File: config.mk
export PLATFORM = sky130hd
export DESIGN_NAME = agcs_ctrl
export DESIGN_NICKNAME = d
export VERILOG_FILES = /design/src/rtl/agcs_pkg.sv /design/src/rtl/agcs_ctrl.sv
export SDC_FILE = /design/constraint.sdc
export NUM_CORES = 1
export LEC_CHECK = 0
export ABC_AREA = 1
export BUFFER_PORTS_ARGS = -buffer_cell sky130_fd_sc_hd__buf_2
export CORE_MARGIN = 2
export CORE_UTILIZATION = 54
export CTS_CLUSTER_DIAMETER = 80
export CTS_CLUSTER_SIZE = 20
export DETAILED_ROUTE_END_ITERATION = 8
export PLACE_DENSITY = 0.85
export SYNTH_ARGS = -nofsm -noshare
export SYNTH_HDL_FRONTEND = slang
export SYNTH_SLANG_ARGS = --single-unit
File: constraint.sdc
create_clock -name clk -period 2.6 [get_ports clk]
set_input_delay 0.52 -clock clk [delete_from_list [all_inputs] [get_ports clk]]
set_output_delay 0.52 -clock clk [all_outputs]
set_load 0.02 [all_outputs]
File: src/rtl/agcs_pkg.sv
// Package: shared constants, field widths and controller/datapath command types.
package agcs_pkg;

	localparam int MAX_BOXES_DEF = 64;

	localparam int SLOT_W = 6;
	localparam int POS_W = 16;
	localparam int SIZE_W = 12;
	localparam int VEL_W = 24;
	localparam int FRAC_W = 13;
	localparam int GRAV_W = 17;
	localparam int TERM_W = 23;
	localparam int TOUCH_W = 4;
	localparam int CFG_IDX_W = 1;
	localparam int CFG_DATA_W = 23;

	localparam int IN_DATA_W = 144;
	localparam int OUT_DATA_W = 112;

	// working widths inside the step
	localparam int WPOS_W = 20;
	localparam int WVY_W = 25;
	localparam int SUM_W = 26;
	localparam int DELTA_W = 14;

	localparam int PX_SHIFT = 12;
	localparam logic [PX_SHIFT-1:0] PX_MASK = '1;

	localparam logic [GRAV_W-1:0] GRAVITY_RST = GRAV_W'(1400);
	localparam logic [TERM_W-1:0] TERMINAL_RST = TERM_W'(6 * 4096);

	localparam logic [CFG_IDX_W-1:0] REG_GRAVITY = 1'b0;
	localparam logic [CFG_IDX_W-1:0] REG_TERMINAL = 1'b1;

	localparam logic KIND_LOAD = 1'b0;
	localparam logic KIND_STEP = 1'b1;

	localparam int T_RIGHT = 0;
	localparam int T_LEFT = 1;
	localparam int T_FLOOR = 2;
	localparam int T_CEIL = 3;

	localparam logic [1:0] PH_X = 2'd0;
	localparam logic [1:0] PH_Y = 2'd1;
	localparam logic [1:0] PH_G = 2'd2;

	typedef struct packed {
		logic       load;     // write the accepted load item into the table
		logic       latch;    // capture the accepted step item
		logic       vel;      // gravity and terminal clamp
		logic       split;    // split whole pixels, move in X
		logic       add_dy;   // move in Y
		logic       proc;     // table entry read last cycle is valid to check
		logic [1:0] phase;    // which walk the entry check belongs to
		logic       fin;      // cancel speeds, load the output register
	} cmd_t;

	typedef struct packed {
		logic out_free;       // output register empty or being taken
	} status_t;

endpackage

File: src/rtl/agcs_ctrl.sv
// Controller: sequences load, velocity update, three table walks and result.
module agcs_ctrl #(
	parameter int MAX_BOXES = agcs_pkg::MAX_BOXES_DEF,
	parameter int AW = (MAX_BOXES > 1) ? $clog2(MAX_BOXES) : 1
) (
	input  logic                  clk,
	input  logic                  arst_n,
	input  logic                  in_valid,
	input  logic                  in_kind,
	output logic                  in_ready,
	input  agcs_pkg::status_t     status,
	output agcs_pkg::cmd_t        cmd,
	output logic [AW-1:0]         rd_addr
);

	localparam logic [2:0] S_IDLE = 3'd0;
	localparam logic [2:0] S_VEL = 3'd1;
	localparam logic [2:0] S_SPLIT = 3'd2;
	localparam logic [2:0] S_WALK = 3'd3;
	localparam logic [2:0] S_DY = 3'd4;
	localparam logic [2:0] S_FIN = 3'd5;

	localparam logic [AW:0] LAST = (AW+1)'(MAX_BOXES);

	logic [2:0] state_q;
	logic [1:0] phase_q;
	logic [AW:0] cnt_q;
	logic accept;

	assign in_ready = (state_q == S_IDLE);
	assign accept = in_valid && in_ready;
	assign rd_addr = (cnt_q < LAST) ? cnt_q[AW-1:0] : '0;

	always_comb begin
		cmd = '0;
		cmd.load = accept && (in_kind == agcs_pkg::KIND_LOAD);
		cmd.latch = accept && (in_kind == agcs_pkg::KIND_STEP);
		cmd.vel = (state_q == S_VEL);
		cmd.split = (state_q == S_SPLIT);
		cmd.add_dy = (state_q == S_DY);
		cmd.proc = (state_q == S_WALK) && (cnt_q != '0);
		cmd.phase = phase_q;
		cmd.fin = (state_q == S_FIN) && status.out_free;
	end

	always_ff @(posedge clk or negedge arst_n) begin
		if (!arst_n) begin
			state_q <= S_IDLE;
			phase_q <= agcs_pkg::PH_X;
			cnt_q <= '0;
		end else begin
			unique case (state_q)
				S_IDLE: begin
					if (cmd.latch) state_q <= S_VEL;
				end
				S_VEL: state_q <= S_SPLIT;
				S_SPLIT: begin
					state_q <= S_WALK;
					phase_q <= agcs_pkg::PH_X;
					cnt_q <= '0;
				end
				S_WALK: begin
					if (cnt_q == LAST) begin
						cnt_q <= '0;
						unique case (phase_q)
							agcs_pkg::PH_X: state_q <= S_DY;
							agcs_pkg::PH_Y: phase_q <= agcs_pkg::PH_G;
							default: state_q <= S_FIN;
						endcase
					end else begin
						cnt_q <= cnt_q + 1'b1;
					end
				end
				S_DY: begin
					state_q <= S_WALK;
					phase_q <= agcs_pkg::PH_Y;
				end
				S_FIN: begin
					if (status.out_free) state_q <= S_IDLE;
				end
				default: state_q <= S_IDLE;
			endcase
		end
	end

endmodule

==> metrics.md <==
| Metric | Value |
|---|---|
| XOR/XNOR share of the synthesized area | 0.03328 |
| Max stage delay on crit path | approximately 0.4 ns |
| Drt wl/cell | ~11 µm |
| Synthesized area | about 790 µm² |
| CP bufs+invs | 3 |
| Worst Tran Pin Value | ~0.31 ns |
| Setup_tns | 0 ns |
| CP startpoint kind | register |
| LEAKAGE | about 0.55 nW |
| Setup repair bufs after CTS | 0 |
| Grt ovf | 0 |
| Final slew viol count | 0 |
| Vias in the first global route | just under 700 |
| Die W | approximately 42 µm |
| Syn Area/Cell | a little under 7 µm² |
| Met3 GRT Util | 0.07328 |
| Area grow syn2layout | 17.27% |
| Max Buffers Root-to-Sink | 2 |
| Sinks on Clock Net | 12 |
| Max Clock Skew | 0.003854 ns |
| Hold Path Class | input port to async pin |
| Pin count of the biggest net entering global routing | 13 |
| Area leader, netlist | dfrtp_1 |
| Num CTS Buffers | 3 |
| Global-route wire length before repair | between 3000 and 4000 µm |
| Part of the cycle the worst path needs | 0.7671 |
| Pre-CTS setup slack | 0.9101 ns |
| Overall routing resource usage | 0.2279 |
| PostCTS Resize Cnt | 0 |
| Run status | finished, final reports clean |
| Worst Setup Path Type | register to output port |
| Initial Util | 0.5919 |
| DR vias | about 800 |
| CTS H-tree depth | 1 |
| Buffers on Ports | 20 |
| Die height | ~42 µm |
| Yosys warns | 0 |
| Met2 Usage GRT | 0.3200 |
| Pwr dens | between 900 and 1000 nW/µm² |
| CP max stage cell | dfrtp_1 |
| CP Cell Sequence | inv_1, ha_1, nand3_1, inv_2, a41oi_1, buf_2 |
| Top-area cell type share of the netlist area | 0.3803 |
| Worst-path fanout max | 5 |
| Total core area | 1334 µm² |
| Post-synthesis sequential area ratio | 0.3803 |
| IO Pins | 21 |
| Grt peak-use layer | met2 |
| Number of synthesized register bits | 12 |
| TritonCTS clock tree | yes |
| Crit path required time | roughly 2.1 ns |
| Post-DP HPWL | around 1300 µm |
| Compound-cell area share of the yosys netlist | 0.06498 |
| Mux cell area share after synthesis | 0 |
| Nets@finish | around 150 |
| RSZ-0062 raised after global routing | no |
| Cts hold-fix bufs | 0 |
| Initial antenna violation count | 0 |
| CP endpoint kind | output port |
| Met1 usage | 0.3118 |
| Antenna Nets Post-Route | 0 |
| Vias per cell | between 5 and 6 |
| Die area | 1784 µm² |
| Max VDD drop | ~0.54 mV |
| Worst-path clk slew | 0.07 ns |
| Crit-path leading delay family | flip-flops |
| Number of diodes | 0 |
| Num rows | 13 |
| Synth Area in Adders | 0.03170 |
| # setup viols final | 0 |
| Final Wtd Congestion | approximately 0.84 |
| Number of distinct library cells after synthesis | 19 |
| Post-Syn Instances | around 120 |
| Max-Cap Viols | 0 |
| Main combinational cell family by area after synthesis | simple AND/OR/NAND/NOR gates |
| F_max | around 500 MHz |
| Synth Area in Simple Gates | 0.3740 |
| Clk Latency, worst-skew pair | between 0.2 and 0.3 ns |
| Endpoints failing hold | 0 |
| 1st-iter DRT viols | 20 |
| Synth top area cells | dfrtp_1 38%, nand2_1 12%, nor2_1 9.0%, inv_1 6.2%, nand3_1 5.7% |
| Syn_nets | about 120 |
| # DRC | 0 |
| Clock tree root buffer cell | clkbuf_4 |
| Rel. slew slack | 0.7919 |
| Fraction of final layout cells sized beyond drive strength 1 | 0.2878 |
| Min cycle time layout | roughly 2.0 ns |
| Crit path arrival time | roughly 1.5 ns |
| Final hold slack | 0.1126 ns |
| Setup WS post-layout | slightly above 0.6 ns |
| Fillers | 128 |
| Final wirelength | roughly 1700 µm |
| Router iterations before antenna repair | 5 |
## synth_stat cells
cell type	instances
xor2_1	3
o21ai_0	2
nand3_1	9
buf_2	1
inv_1	13
nand3_2	1
o22ai_1	2
nor2_1	19
a41oi_1	1
nor3_1	3
nand2_1	26
ha_1	2
inv_2	10
nand4_1	3
nand2_2	2
nor2_2	4
dfrtp_1	12
a21oi_1	2
o21ai_1	2
## logic make-up after synthesis
family | Yosys count
adders and majority gates | 2
and+or+nand+nor | 67
buffers and inverters | 24
DFF | 12
AOI/OAI and AO/OA | 9
xor gates and xnor gates | 3
## power by group
group / total (mW) / switching (mW) / internal, mW / leakage, nW
clock network: 0.115 / 0.0616 / 0.0537 / 0.0138
logic: 0.449 / 0.307 / 0.142 / 0.376
registers: 0.276 / 0.0488 / 0.227 / 0.157
## final timing paths
kind                                   startpoint                     end  slack [ns]  depth (start not counted)
max                          cnt_q[0]$_DFFE_PN0P_                  cmd[3]        0.61                          6
min                                        arst_n    cnt_q[6]$_DFFE_PN0P_        0.11                          1
max reg2reg                  cnt_q[0]$_DFFE_PN0P_  phase_q[1]$_DFFE_PN0P_        1.18                          9
min reg2reg                phase_q[1]$_DFFE_PN0P_  phase_q[1]$_DFFE_PN0P_        0.52                          2
max in group asynchronous                  arst_n    cnt_q[1]$_DFFE_PN0P_        2.27                          1
min in group clk                           status  state_q[2]$_DFFE_PN0P_        0.52                          4
## through the flow
stage / total power [mW] / instance area [µm²] / utilization / cells
floorplan: 0.6001 / 789.5 / - / 117
global placement: 0.7141 / 903.4 / 0.6773 / 151
detailed placement: 0.7276 / 903.4 / 0.6773 / 151
CTS: 0.8459 / 925.9 / 0.6942 / 154
global route: 0.9148 / 925.9 / 0.6942 / 154
finish: 0.8402 / 925.9 / 0.6942 / 154
## worst register-to-register path, delay by kind of cell (launching register included)
kind                       cells  cell delay [ns]
and+or+nand+nor                6             0.51
DFF                            1             0.42
buffers and inverters          2             0.23
adders and majority gates      1             0.16
## metal layers
metal	wire length, µm	share of wire	up-vias
met5	0	0	-
met4	14	0.0082	0
met3	108	0.063	2
met2	735	0.43	28
met1	854	0.50	354
li1	-	-	412
## sequential cells by signal, indices dropped and copies added (netlist names)
register  flops
state_q       3
phase_q       2
cnt_q         7
## placed cells by master (no fill, tap or decap), types with 3 or more instances in the layout
cell type  Yosys  layout
inv_1         13      13
nor2_2         4       4
clkbuf_4       0       3
buf_2          1      20
nor2_1        19      19
nor3_1         3       3
nand2_1       26      26
nand4_1        3       3
dfrtp_1       12      12
xor2_1         3       3
inv_2         10      10
nand3_1        9       9
## area by class of cell
type / instances / area [µm²] / share of cell area
clock buffer: 3 / 22.52 / 0.02432
timing repair buffer: 20 / 100.1 / 0.1081
sequential: 12 / 300.3 / 0.3243
multi-input combinational: 81 / 397.9 / 0.4297
tap: 15 / 18.77 / 0.02027
inverter: 23 / 86.33 / 0.09324
(Power assumes the default switching activity.)
